### src/hdl/bkr_pkg.sv
// Shared types, sizes and codes for the banker's request checker.
`timescale 1ns / 1ps

package bkr_pkg;

  localparam int NUM_PROCS   = 4;
  localparam int NUM_RES     = 3;
  localparam int COUNT_WIDTH = 8;
  localparam int PROC_W      = $clog2(NUM_PROCS);
  // avail plus every allocation never exceeds (NUM_PROCS + 1) full counts
  localparam int WORK_W      = COUNT_WIDTH + $clog2(NUM_PROCS + 1);

  typedef logic [COUNT_WIDTH-1:0] count_t;
  typedef count_t [NUM_RES-1:0]   row_t;
  typedef row_t [NUM_PROCS-1:0]   table_t;
  typedef logic [PROC_W-1:0]      proc_t;
  typedef logic [WORK_W-1:0]      work_t;
  typedef work_t [NUM_RES-1:0]    work_vec_t;
  typedef logic [NUM_PROCS-1:0]   proc_mask_t;

  typedef enum logic [1:0] {
    OP_LOAD   = 2'd0,
    OP_SET    = 2'd1,
    OP_REQ    = 2'd2,
    OP_UNUSED = 2'd3
  } op_t;

  typedef enum logic [2:0] {
    ST_GRANTED   = 3'd0,
    ST_OVER_NEED = 3'd1,
    ST_OVER_AVL  = 3'd2,
    ST_UNSAFE    = 3'd3,
    ST_LOADED    = 3'd4
  } status_t;

  // result of one merge step over the lanes
  typedef struct packed {
    logic       any_fit;
    proc_mask_t grant;
  } pick_t;

endpackage

### src/hdl/bkr_if.sv
// Valid/ready channel interfaces for the request and result transactions.
`timescale 1ns / 1ps

interface bkr_in_if;
  import bkr_pkg::*;
  logic   valid;
  logic   ready;
  logic [1:0] op;
  proc_t  process;
  count_t amount0;
  count_t amount1;
  count_t amount2;
  count_t need0;
  count_t need1;
  count_t need2;

  modport source (output valid, output op, output process, output amount0,
                  output amount1, output amount2, output need0, output need1,
                  output need2, input ready);
  modport sink   (input valid, input op, input process, input amount0,
                  input amount1, input amount2, input need0, input need1,
                  input need2, output ready);
endinterface

interface bkr_out_if;
  import bkr_pkg::*;
  logic       valid;
  logic       ready;
  logic [2:0] status;
  count_t     avail_out0;
  count_t     avail_out1;
  count_t     avail_out2;

  modport source (output valid, output status, output avail_out0,
                  output avail_out1, output avail_out2, input ready);
  modport sink   (input valid, input status, input avail_out0,
                  input avail_out1, input avail_out2, output ready);
endinterface

### src/hdl/bankers_request_check_core.sv
// Top level of the banker's deadlock-avoidance request checker.
`timescale 1ns / 1ps

// Banker's request checker. Holds an availability vector plus per-process
// allocation and remaining-need rows, all zero after reset. Op 0 loads one
// process's rows, op 1 sets availability, op 2 asks for amounts; every
// transaction returns one result with a status and the availability after
// the step. Load, set, unused op and rejected requests write their result
// straight from the idle state, with no search. An admissible request is
// applied tentatively and then runs the safety search: one lane per
// process tests need against the work vector, and the merge stage grants
// the lowest fitting process and adds its allocation, one grant per cycle.
// The search ends when no unfinished process fits; an unsafe outcome then
// rolls the rows back. The input is ready only while no search runs and
// the result register is empty or being drained.

module bankers_request_check_core (
  input  logic             clk,
  input  logic             rst_n,
  bkr_in_if.sink           in_ch,
  bkr_out_if.source        out_ch
);
  import bkr_pkg::*;

  typedef enum logic {S_IDLE, S_SEARCH} state_t;

  state_t    state_r;
  row_t      avail_r;
  table_t    alloc_r;
  table_t    need_r;
  work_vec_t work_r;
  proc_mask_t done_r;
  proc_t     proc_r;
  row_t      old_avail_r;
  row_t      old_alloc_r;
  row_t      old_need_r;
  logic      out_valid_r;
  status_t   status_r;
  row_t      avail_out_r;

  logic      accept;
  op_t       op_in;
  row_t      req;
  row_t      load_need;
  logic      over_need;
  logic      over_avail;
  row_t      avail_nxt;
  row_t      need_nxt;
  row_t      alloc_nxt;
  proc_mask_t fit;
  pick_t     pick;
  work_vec_t work_nxt;
  logic [COUNT_WIDTH:0] sum;
  logic      out_load;

  assign in_ch.ready = (state_r == S_IDLE) && (!out_valid_r || out_ch.ready);
  assign accept      = in_ch.valid && in_ch.ready;
  assign op_in       = op_t'(in_ch.op);

  assign req       = {in_ch.amount2, in_ch.amount1, in_ch.amount0};
  assign load_need = {in_ch.need2, in_ch.need1, in_ch.need0};

  // admission checks and the tentative update for the addressed process
  always_comb begin
    over_need  = 1'b0;
    over_avail = 1'b0;
    for (int r = 0; r < NUM_RES; r++) begin
      if (req[r] > need_r[in_ch.process][r]) over_need = 1'b1;
      if (req[r] > avail_r[r]) over_avail = 1'b1;
      avail_nxt[r] = avail_r[r] - req[r];
      need_nxt[r]  = need_r[in_ch.process][r] - req[r];
      sum          = {1'b0, alloc_r[in_ch.process][r]} + {1'b0, req[r]};
      // saturate at the largest count
      alloc_nxt[r] = sum[COUNT_WIDTH] ? {COUNT_WIDTH{1'b1}} : sum[COUNT_WIDTH-1:0];
    end
  end

  // a result is written by a load, set or unused op, a rejected request or the end of a search
  always_comb begin
    if (state_r == S_IDLE) begin
      out_load = accept && !(op_in == OP_REQ && !over_need && !over_avail);
    end else begin
      out_load = !pick.any_fit;
    end
  end

  // one lane per process
  for (genvar p = 0; p < NUM_PROCS; p++) begin : g_lane
    bkr_lane u_lane (
      .need_row (need_r[p]),
      .work     (work_r),
      .done     (done_r[p]),
      .fit      (fit[p])
    );
  end

  bkr_merge u_merge (
    .fit      (fit),
    .alloc    (alloc_r),
    .work     (work_r),
    .pick     (pick),
    .work_nxt (work_nxt)
  );

  always_ff @(posedge clk) begin
    if (!rst_n) begin
      state_r     <= S_IDLE;
      out_valid_r <= 1'b0;
      avail_r     <= '0;
      alloc_r     <= '0;
      need_r      <= '0;
      done_r      <= '0;
    end else begin
      // load or drain the result register
      if (out_load) out_valid_r <= 1'b1;
      else if (out_ch.ready) out_valid_r <= 1'b0;

      case (state_r)
        S_IDLE: begin
          if (accept) begin
            case (op_in)
              OP_LOAD: begin
                alloc_r[in_ch.process] <= req;
                need_r[in_ch.process]  <= load_need;
                status_r    <= ST_LOADED;
                avail_out_r <= avail_r;
              end
              OP_SET: begin
                avail_r     <= req;
                status_r    <= ST_LOADED;
                avail_out_r <= req;
              end
              OP_REQ: begin
                if (over_need || over_avail) begin
                  status_r    <= over_need ? ST_OVER_NEED : ST_OVER_AVL;
                  avail_out_r <= avail_r;
                end else begin
                  // apply tentatively, keep the old rows for rollback
                  old_avail_r <= avail_r;
                  old_alloc_r <= alloc_r[in_ch.process];
                  old_need_r  <= need_r[in_ch.process];
                  proc_r      <= in_ch.process;
                  avail_r     <= avail_nxt;
                  need_r[in_ch.process]  <= need_nxt;
                  alloc_r[in_ch.process] <= alloc_nxt;
                  for (int r = 0; r < NUM_RES; r++) begin
                    work_r[r] <= work_t'(avail_nxt[r]);
                  end
                  done_r  <= '0;
                  state_r <= S_SEARCH;
                end
              end
              default: begin
                status_r    <= ST_LOADED;
                avail_out_r <= avail_r;
              end
            endcase
          end
        end
        S_SEARCH: begin
          if (pick.any_fit) begin
            // advance: finish the granted process
            done_r <= done_r | pick.grant;
            work_r <= work_nxt;
          end else begin
            state_r     <= S_IDLE;
            if (&done_r) begin
              status_r    <= ST_GRANTED;
              avail_out_r <= avail_r;
            end else begin
              // drop the request: restore the exact old rows
              status_r        <= ST_UNSAFE;
              avail_out_r     <= old_avail_r;
              avail_r         <= old_avail_r;
              alloc_r[proc_r] <= old_alloc_r;
              need_r[proc_r]  <= old_need_r;
            end
          end
        end
        default: state_r <= S_IDLE;
      endcase
    end
  end

  assign out_ch.valid      = out_valid_r;
  assign out_ch.status     = status_r;
  assign out_ch.avail_out0 = avail_out_r[0];
  assign out_ch.avail_out1 = avail_out_r[1];
  assign out_ch.avail_out2 = avail_out_r[2];

endmodule

### src/hdl/bkr_lane.sv
// One safety-search lane: does an unfinished process's need fit the work vector.
`timescale 1ns / 1ps

module bkr_lane (
  input  bkr_pkg::row_t      need_row,
  input  bkr_pkg::work_vec_t work,
  input  logic               done,
  output logic               fit
);
  import bkr_pkg::*;

  always_comb begin
    fit = !done;
    for (int r = 0; r < NUM_RES; r++) begin
      if (work_t'(need_row[r]) > work[r]) fit = 1'b0;
    end
  end

endmodule

### src/hdl/bkr_merge.sv
// Merge stage: pick the lowest fitting lane and add its allocation to work.
`timescale 1ns / 1ps

module bkr_merge (
  input  bkr_pkg::proc_mask_t fit,
  input  bkr_pkg::table_t     alloc,
  input  bkr_pkg::work_vec_t  work,
  output bkr_pkg::pick_t      pick,
  output bkr_pkg::work_vec_t  work_nxt
);
  import bkr_pkg::*;

  row_t sel_row;

  always_comb begin
    pick.any_fit = |fit;
    pick.grant   = fit & (~fit + proc_mask_t'(1));
    sel_row      = '0;
    for (int p = 0; p < NUM_PROCS; p++) begin
      if (pick.grant[p]) sel_row = sel_row | alloc[p];
    end
    for (int r = 0; r < NUM_RES; r++) begin
      work_nxt[r] = work[r] + work_t'(sel_row[r]);
    end
  end

endmodule
### src/flat_wrapper.sv
// flat-port wrapper written by rule: the top's interface ports become plain ports
module bankers_request_check_core_flat import bkr_pkg::*;
  (clk, rst_n, in_ch_valid, in_ch_op, in_ch_process, in_ch_amount0, in_ch_amount1, in_ch_amount2, in_ch_need0, in_ch_need1, in_ch_need2, in_ch_ready, out_ch_valid, out_ch_status, out_ch_avail_out0, out_ch_avail_out1, out_ch_avail_out2, out_ch_ready);
  bkr_in_if in_ch_i ();
  bkr_out_if out_ch_i ();
  input  logic clk;
  input  logic rst_n;
  input wire logic [$bits(in_ch_i.valid)-1:0] in_ch_valid;
  input wire logic [$bits(in_ch_i.op)-1:0] in_ch_op;
  input wire logic [$bits(in_ch_i.process)-1:0] in_ch_process;
  input wire logic [$bits(in_ch_i.amount0)-1:0] in_ch_amount0;
  input wire logic [$bits(in_ch_i.amount1)-1:0] in_ch_amount1;
  input wire logic [$bits(in_ch_i.amount2)-1:0] in_ch_amount2;
  input wire logic [$bits(in_ch_i.need0)-1:0] in_ch_need0;
  input wire logic [$bits(in_ch_i.need1)-1:0] in_ch_need1;
  input wire logic [$bits(in_ch_i.need2)-1:0] in_ch_need2;
  output wire logic [$bits(in_ch_i.ready)-1:0] in_ch_ready;
  output wire logic [$bits(out_ch_i.valid)-1:0] out_ch_valid;
  output wire logic [$bits(out_ch_i.status)-1:0] out_ch_status;
  output wire logic [$bits(out_ch_i.avail_out0)-1:0] out_ch_avail_out0;
  output wire logic [$bits(out_ch_i.avail_out1)-1:0] out_ch_avail_out1;
  output wire logic [$bits(out_ch_i.avail_out2)-1:0] out_ch_avail_out2;
  input wire logic [$bits(out_ch_i.ready)-1:0] out_ch_ready;
  assign in_ch_i.valid = in_ch_valid;
  assign in_ch_i.op = in_ch_op;
  assign in_ch_i.process = in_ch_process;
  assign in_ch_i.amount0 = in_ch_amount0;
  assign in_ch_i.amount1 = in_ch_amount1;
  assign in_ch_i.amount2 = in_ch_amount2;
  assign in_ch_i.need0 = in_ch_need0;
  assign in_ch_i.need1 = in_ch_need1;
  assign in_ch_i.need2 = in_ch_need2;
  assign in_ch_ready = in_ch_i.ready;
  assign out_ch_valid = out_ch_i.valid;
  assign out_ch_status = out_ch_i.status;
  assign out_ch_avail_out0 = out_ch_i.avail_out0;
  assign out_ch_avail_out1 = out_ch_i.avail_out1;
  assign out_ch_avail_out2 = out_ch_i.avail_out2;
  assign out_ch_i.ready = out_ch_ready;
  bankers_request_check_core u_core (.clk(clk), .rst_n(rst_n), .in_ch(in_ch_i), .out_ch(out_ch_i));
endmodule
### config.mk
export PLATFORM = sky130hd
export DESIGN_NAME = bankers_request_check_core_flat
export DESIGN_NICKNAME = d
export VERILOG_FILES = /design/src/hdl/bkr_pkg.sv /design/src/hdl/bkr_if.sv /design/src/hdl/bankers_request_check_core.sv /design/src/hdl/bkr_lane.sv /design/src/hdl/bkr_merge.sv /design/src/flat_wrapper.sv
export SDC_FILE = /design/constraint.sdc
export NUM_CORES = 1
export LEC_CHECK = 0
export ABC_AREA = 1
export BUFFER_PORTS_ARGS = -buffer_cell sky130_fd_sc_hd__buf_2
export CAP_MARGIN = 20
export CORE_MARGIN = 2
export CORE_UTILIZATION = 40
export DETAILED_ROUTE_END_ITERATION = 10
export HOLD_SLACK_MARGIN = 0.02
export PLACE_DENSITY_LB_ADDON = 0.05
export SLEW_MARGIN = 20
export SYNTH_ARGS = -nofsm -noshare
export SYNTH_HDL_FRONTEND = slang
export SYNTH_SLANG_ARGS = --single-unit
### constraint.sdc
create_clock -name clk -period 13.47 [get_ports clk]
set_input_delay 2.0205 -clock clk [delete_from_list [all_inputs] [get_ports clk]]
set_output_delay 2.0205 -clock clk [all_outputs]
set_load 0.02 [all_outputs]
==> results by group, run 1 <==
Die
  – Rows: between 90 and 100
  – Initial Utilization: 40.4%
  – IO Count: 85
  – Die X: between 200 and 300 um
  – Core area: approximately 0.066 mm2
  – Die ar.: ~0.068 mm2
  – Die Span Y: about 260 um

Worst setup path
  – Crit-path max FO: 121
  – Worst EP required: roughly 14000 ps
  – CP top delay family: buffers and inverters
  – Worst stage delay on the critical path: approximately 800 ps
  – Most frequent CP cell: nand2_1
  – Critical-path top delay cell: buf_4
  – Critical path launch point type: input port
  – Critical Path End Type: flop
  – CP Class: input port to flop
  – Crit path DAT: ~8200 ps
  – WP buf/inv: 7

Detailed routing
  – Vias: between 20000 and 30000
  – Drt pass-1 iters: 6
  – Routed len/inst: between 20 and 25 um
  – Drt total wl: ~110000 um
  – DRC violations left: 0
  – Final ANT Viol Nets: 0
  – Vias per cell: about 5.5
  – Iter 0 DRT Violations: approximately 2800

Synthesis
  – Seq cells post-synth: 356
  – Most frequently used flop master after synthesis: dfxtp_1
  – Post-synth EDFFs: about 130
  – Yosys synthesis warning count: 0
  – Mapped Area: approximately 0.026 mm2
  – Async SR Flop Fraction: 0%
  – Synthesized Nets: between 4000 and 5000
  – Netlist cell types: 48
  – Synth Area per Inst: a little under 7 um2
  – Seq/Total Area, Yosys: a little under a third
  – Yosys top cell by area: dfxtp_1
  – Synth top area cells: dfxtp_1 (17%), edfxtp_1 (15%), nand2_1 (12%)
  – Mapped Cells: roughly 3800
  – Yosys top cell area share: approximately 17%

STA
  – Final clock skew: 29.0 ps
  – Top achievable clock speed: between 100 and 150 MHz
  – Final Setup Violations: 0
  – TNS Setup: 0 ps
  – Period utilization: a little under three fifths
  – Worst-margin pin slew: 1100 ps
  – Slew Viols, Final: 0
  – Slew headroom: 26.6%
  – Tmin final: 7640 ps
  – Final hold violations: 0
  – Unrepaired setup endpoints after global routing: false

Placement
  – GPL Wtd Cong: 0.922
  – Dpl cells: between 4000 and 5000
  – Dpl hpwl: around 71000 um
  – I/O Buffers: 84

CTS
  – Clock root buffer: clkbuf_16
  – Resize count post-CTS: 0
  – Setup Buffers After CTS: 0
  – TritonCTS clock tree: yes
  – # hold bufs at CTS: 0
  – Clk pin slew, worst setup/hold paths: 60 ps
  – TritonCTS buffer count: between 40 and 50
  – Clock latency on the worst-skew pair: about 600 ps
  – Worst-case clock buffer depth: 3
  – Clk sinks: 356
  – Maximum level of the CTS H-tree: 2

Cells and area
  – Reg area: roughly 0.0085 mm2
  – Area delta synth->final: 9.72%
  – Share of cells above drive strength 1: approximately 8.0%
  – Multi-input gate area: 0.0147 mm2
  – Final Instance Count excl. Fillers: about 4700
  – Final nets: approximately 4000
  – Fillers: roughly 7000

Pwr
  – PD cells: between 100 and 150 mW/mm2
  – Total power: approximately 3 mW
  – Worst vdd ir: just under 0.09 mV
  – Leak: 13.4 nW

Worst hold path
  – Hold/Removal Path Class: flop to flop

Global route
  – Total gr overflow: 0
  – First-pass GRT wire length: between 150000 and 200000 um
  – Vias in the first global route: ~25000
  – Gr usage total: around 31%
  – Antenna violations before repair: 4
  – Largest net degree at the start of global routing: 122

Run status
  – Outcome: completed

Run
  – Total of max-cap violations: 0
==> worst paths after layout <==
kind / start / depth (start not counted) / end / slack [ps]
setup / recovery: in_ch_process[1] / 26 / u_core.need_r[90] / 5830
hold / removal: u_core.avail_r[8] / 0 / u_core.old_avail_r[8] / 430
setup reg to reg: u_core.need_r[5] / 19 / u_core.need_r[90] / 8190
hold reg to reg: u_core.avail_r[8] / 0 / u_core.old_avail_r[8] / 430
==> where the power goes <==
part / switching (mW) / internal [mW]
registers: 0.0190 / 1.15
clock network: 0.532 / 0.800
logic: 0.362 / 0.146
==> cell families (layout without fill, tap and decap cells) <==
family	count (synthesis)	in the layout	share of synthesized area (%)
compound gates	722	722	16.7
xor+xnor	44	44	1.45
fa+ha+maj	206	206	10.1
buf+inv	866	874	13.2
flops	356	356	32.0
mux	3	3	0.113
other cells	0	1	0
simple gates	1642	1642	26.6
==> area by class of cell <==
cell class,count,area share (%)
repair buffers,132,2.73
multi-input cells,2617,50.4
clock inverters,21,0.908
flip-flops and latches,356,29.1
well taps,864,3.72
inverters,661,8.53
diodes,1,0.00861
clock buffers,60,4.53
==> synthesized netlist by cell type, types with 12 or more instances <==
cell,instances
nand2_1,831
inv_1,605
nor2_1,417
a21oi_1,268
dfxtp_1,222
nand4_1,216
ha_1,194
o21ai_0,157
edfxtp_1,134
nand3_1,117
a22oi_1,112
clkbuf_1,94
o221ai_1,52
inv_2,51
buf_2,41
buf_1,39
a32oi_1,36
o22ai_1,35
xor2_1,27
buf_6,18
xnor2_1,17
nor3_1,16
a31oi_1,15
o21bai_1,14
or2_2,14
buf_4,13
fa_1,12
==> per-stage QoR <==
stage               hold slack (ps)  cell area [um2]  util, %  worst slack [ps]
global route                    444            29100     44.3              5490
floorplan                       408            26500        -              3830
detailed placement              417            27500     41.9              5420
global placement                413            27500     41.9              5620
CTS                             431            29100     44.3              6030
finish                          430            29100     44.3              5830
==> cell usage in the layout, fill, tap and decap left out, types with 48 or more instances in the layout <==
| master | netlist | final |
|---|---|---|
| nand2_1 | 831 | 825 |
| dfxtp_1 | 222 | 221 |
| inv_2 | 51 | 52 |
| inv_1 | 605 | 604 |
| nand4_1 | 216 | 216 |
| a22oi_1 | 112 | 112 |
| o221ai_1 | 52 | 52 |
| clkbuf_16 | 0 | 48 |
| nand3_1 | 117 | 117 |
| o21ai_0 | 157 | 157 |
| edfxtp_1 | 134 | 134 |
| a21oi_1 | 268 | 267 |
| ha_1 | 194 | 193 |
| buf_2 | 41 | 83 |
| nor2_1 | 417 | 413 |
==> sequential cells by signal, indices dropped and copies added (netlist names) <==
name                      flops
u_core.old_alloc_r           24
u_core.out_ch.valid           1
u_core.out_ch.avail_out2      8
u_core.need_r                96
u_core.alloc_r               96
u_core.old_avail_r           24
u_core.out_ch.avail_out1      8
u_core.done_r                 4
u_core.avail_r               24
u_core.work_r                33
u_core.state_r                1
u_core.old_need_r            24
u_core.proc_r                 2
u_core.out_ch.status          3
u_core.out_ch.avail_out0      8
==> routing by layer <==
layer / wire length, um / global-route usage (%)
met5: 13 / 0
met1: 48900 / 43.8
met3: 9210 / 5.80
met4: 3150 / 9.74
met2: 46600 / 48.0
==> worst register-to-register path, stage by stage (launching register included) <==
cell	delay, ps
dfxtp_1	360
a22oi_1	200
o221ai_1	220
ha_1	470
inv_2	60
o21bai_1	210
nand2_1	70
nand3_1	150
nand2_1	90
a21oi_2	310
nand2_1	130
nand2_1	120
nand2_1	130
nand2_8	610
buf_4	820
nand3_2	440
buf_4	460
nand2_1	200
inv_1	50
nor2_1	100
No activity file was read; power rests on OpenSTA's default activity.
==> run 2, diff against run 1 <==
Settings changed: ABC_AREA 1 to 0.
Clock period 13.47 ns to 7.6 ns, I/O delays scaled along.
==> run 2 against run 1 <==
Net effect: register-to-register slack got worse by 6100 ps; combinational power increased by 39%; global-route usage decreased by 3.0 points; non-clock buffer count decreased by 3; synthesized area decreased by 9.8%.
==> results by group, run 2 <==
Die
  – Die ar.: 0.0617 mm2
  – Die Span Y: 248 um
  – Rows: 89
  – Core area: between 0.05 and 0.06 mm2
  – Die X: 248 um
  – IO Count: 85
  – Initial Utilization: between 40 and 50%

Synthesis
  – Synth Area per Inst: around 9.5 um2
  – Synth top area cells: dfxtp_1 (19%), edfxtp_1 (17%), ha_1 (10%)
  – Top-count cell post-synth: nor2_1
  – Yosys synthesis warning count: 0
  – Seq/Total Area, Yosys: between 30% and 40%
  – Most frequently used flop master after synthesis: dfxtp_1
  – Yosys top cell by area: dfxtp_1
  – Top cells by count, synth: nor2_1 (328), dfxtp_1 (222), ha_1 (194)
  – Seq cells post-synth: between 300 and 400
  – Mapped Cells: around 2500
  – Synthesized Nets: 2769
  – Yosys top cell area share: a little under a fifth
  – Async SR Flop Fraction: 0%
  – Post-synth EDFFs: 134
  – Mapped Area: 0.0239 mm2
  – Netlist cell types: 74

Cells and area
  – Final nets: 2775
  – Largest regs: u_core.alloc_r x96, u_core.need_r x96, u_core.work_r x33
  – Final Cell Area: 0.0265 mm2
  – Area delta synth->final: 10.9%
  – Share of cells above drive strength 1: ~17%
  – Most common cell after layout, fill and taps aside: nor2_1
  – Most frequent cells in the layout: nor2_1 (325), dfxtp_1 (221), ha_1 (193)

Detailed routing
  – Final ANT Viol Nets: 0
  – Routed len/inst: between 20 and 30 um
  – Drt pass-1 iters: 6
  – Vias per cell: 6.17
  – DRC violations left: 0
  – Vias: a little over 20000
  – Iter 0 DRT Violations: around 1700
  – Drt total wl: between 80000 and 90000 um

Worst setup path
  – Crit path from: u_core.work_r[4]
  – CP Depth: 22
  – Most frequent CP cell: o21ai_0
  – CP top delay family: compound AO/OA/AOI/OAI gates
  – Reg2reg start: u_core.work_r[4]
  – Crit-path max FO: 8
  – Flop-to-flop setup slack: around 2100 ps
  – Worst stage delay on the critical path: approximately 500 ps
  – Critical path launch point type: flop
  – Worst EP required: about 8000 ps
  – Critical Path End Type: flop
  – Critical-path top delay cell: edfxtp_1
  – Critical Path, Cell by Cell: inv_1, ha_1, a211oi_1, o21ai_0, o211ai_1, nand4b_1, nor2_2, buf_4, a22oi_1, nor2_1, a221o_1, ha_1, inv_1, fa_1, nor2b_1, o21ai_0, a21boi_0, o21ai_0, a21oi_1, o21ai_0, and3_1, nor3_1
  – WP buf/inv: 3
  – Critical R2R Capture: u_core.work_r[8]
  – CP Capture Point: u_core.work_r[8]
  – CP Class: flop to flop
  – Crit path DAT: ~5900 ps
  – R2R depth: 22

Global route
  – Vias in the first global route: just over 20000
  – First-pass GRT wire length: about 130000 um
  – Largest net degree at the start of global routing: about 110
  – Antenna violations before repair: 0
  – Total gr overflow: 0
  – Gr usage total: between 20% and 30%

STA
  – Final hold violations: 0
  – Slew Viols, Final: 0
  – TNS Setup: 0 ps
  – Period utilization: between 70 and 80%
  – Final Setup Violations: 0
  – Worst-margin pin slew: between 1000 and 1500 ps
  – Final clock skew: around 27 ps
  – Tmin final: 5470 ps
  – Unrepaired setup endpoints after global routing: false
  – Slew headroom: approximately 29%
  – Top achievable clock speed: roughly 180 MHz

Pwr
  – Leak: ~9.5 nW
  – Worst vdd ir: 0.172 mV
  – PD cells: around 180 mW/mm2
  – Total power: slightly below 5 mW

CTS
  – Worst-case clock buffer depth: 3
  – Clk sinks: ~360
  – TritonCTS buffer count: 44
  – TritonCTS clock tree: yes
  – # hold bufs at CTS: 0
  – Clock root buffer: clkbuf_16
  – Setup Buffers After CTS: 0
  – Maximum level of the CTS H-tree: 2
  – Clock latency on the worst-skew pair: approximately 590 ps
  – Resize count post-CTS: 0
  – Clk pin slew, worst setup/hold paths: around 60 ps

Placement
  – Dpl hpwl: around 60000 um
  – I/O Buffers: 84
  – Placed Area: about 0.025 mm2
  – GPL Wtd Cong: 0.888

Worst hold path
  – HP Start: u_core.avail_r[16]
  – Hold/Removal Path Class: flop to flop

Run
  – Total of max-cap violations: 0

Run status
  – Outcome: completed
-- run 2: routing by layer --
metal | part of all wire (%) | wire (um) | global-route usage (%) | up-vias
li1 | - | - | - | 9498
met1 | 44 | 38900 | 37.4 | 10145
met4 | 3.5 | 3110 | 10.0 | 0
met2 | 47 | 42300 | 46.7 | 699
met5 | 0 | 0 | 0 | -
met3 | 5.4 | 4840 | 3.55 | 139
-- run 2: cell type report --
class | count | area, um2
multi-input cells | 1870 | 14400
repair buffers | 129 | 840
flip-flops and latches | 356 | 8470
fillers | 5730 | 32500
inverters | 112 | 428
diodes | 1 | 2.50
well taps | 773 | 967
clock buffers | 66 | 1290
clock inverters | 13 | 83.8
-- run 2: how the worst min path moves through the flow --
stage | depth (start not counted) | slack [ps] | endpoint
3_5_place_dp | 2 | 480 | u_core.alloc_r[63]
4_1_cts | 0 | 500 | u_core.old_avail_r[16]
3_3_place_gp | 2 | 460 | u_core.alloc_r[63]
6_report | 0 | 500 | u_core.old_avail_r[16]
2_1_floorplan | 0 | 450 | u_core.old_avail_r[0]
5_1_grt | 0 | 510 | u_core.old_avail_r[16]
-- run 2: through the flow --
step	std cells	hold WS, ps	setup WS (ps)	utilization, %
floorplan	2507	451	1090	-
global placement	3239	465	1530	42.6
detailed placement	3240	480	1680	42.6
CTS	3319	495	2130	44.9
global route	3319	506	1750	44.9
finish	3320	495	2130	44.9
-- run 2: cells by family (layout without fill, tap and decap cells) --
| group | Yosys count | after routing | share of synthesized area, % |
|---|---|---|---|
| XOR/XNOR | 56 | 56 | 2.05 |
| AND/OR/NAND/NOR | 663 | 663 | 12.1 |
| other | 0 | 1 | 0 |
| adder cells (fa/ha/maj) | 206 | 206 | 11.2 |
| AO/OA/AOI/OAI | 854 | 854 | 28.1 |
| flip-flops | 356 | 356 | 35.4 |
| multiplexers | 91 | 91 | 6.37 |
| buffers and inverters | 281 | 320 | 4.76 |
-- run 2: power breakdown --
group | total [mW] | switching [mW] | internal [mW] | leakage [nW]
Clock | 2.08 | 0.884 | 1.20 | 0.676
Sequential | 2.07 | 0.0415 | 2.03 | 2.96
Combinational | 0.708 | 0.455 | 0.253 | 5.82
Total | 4.86 | 1.38 | 3.48 | 9.46
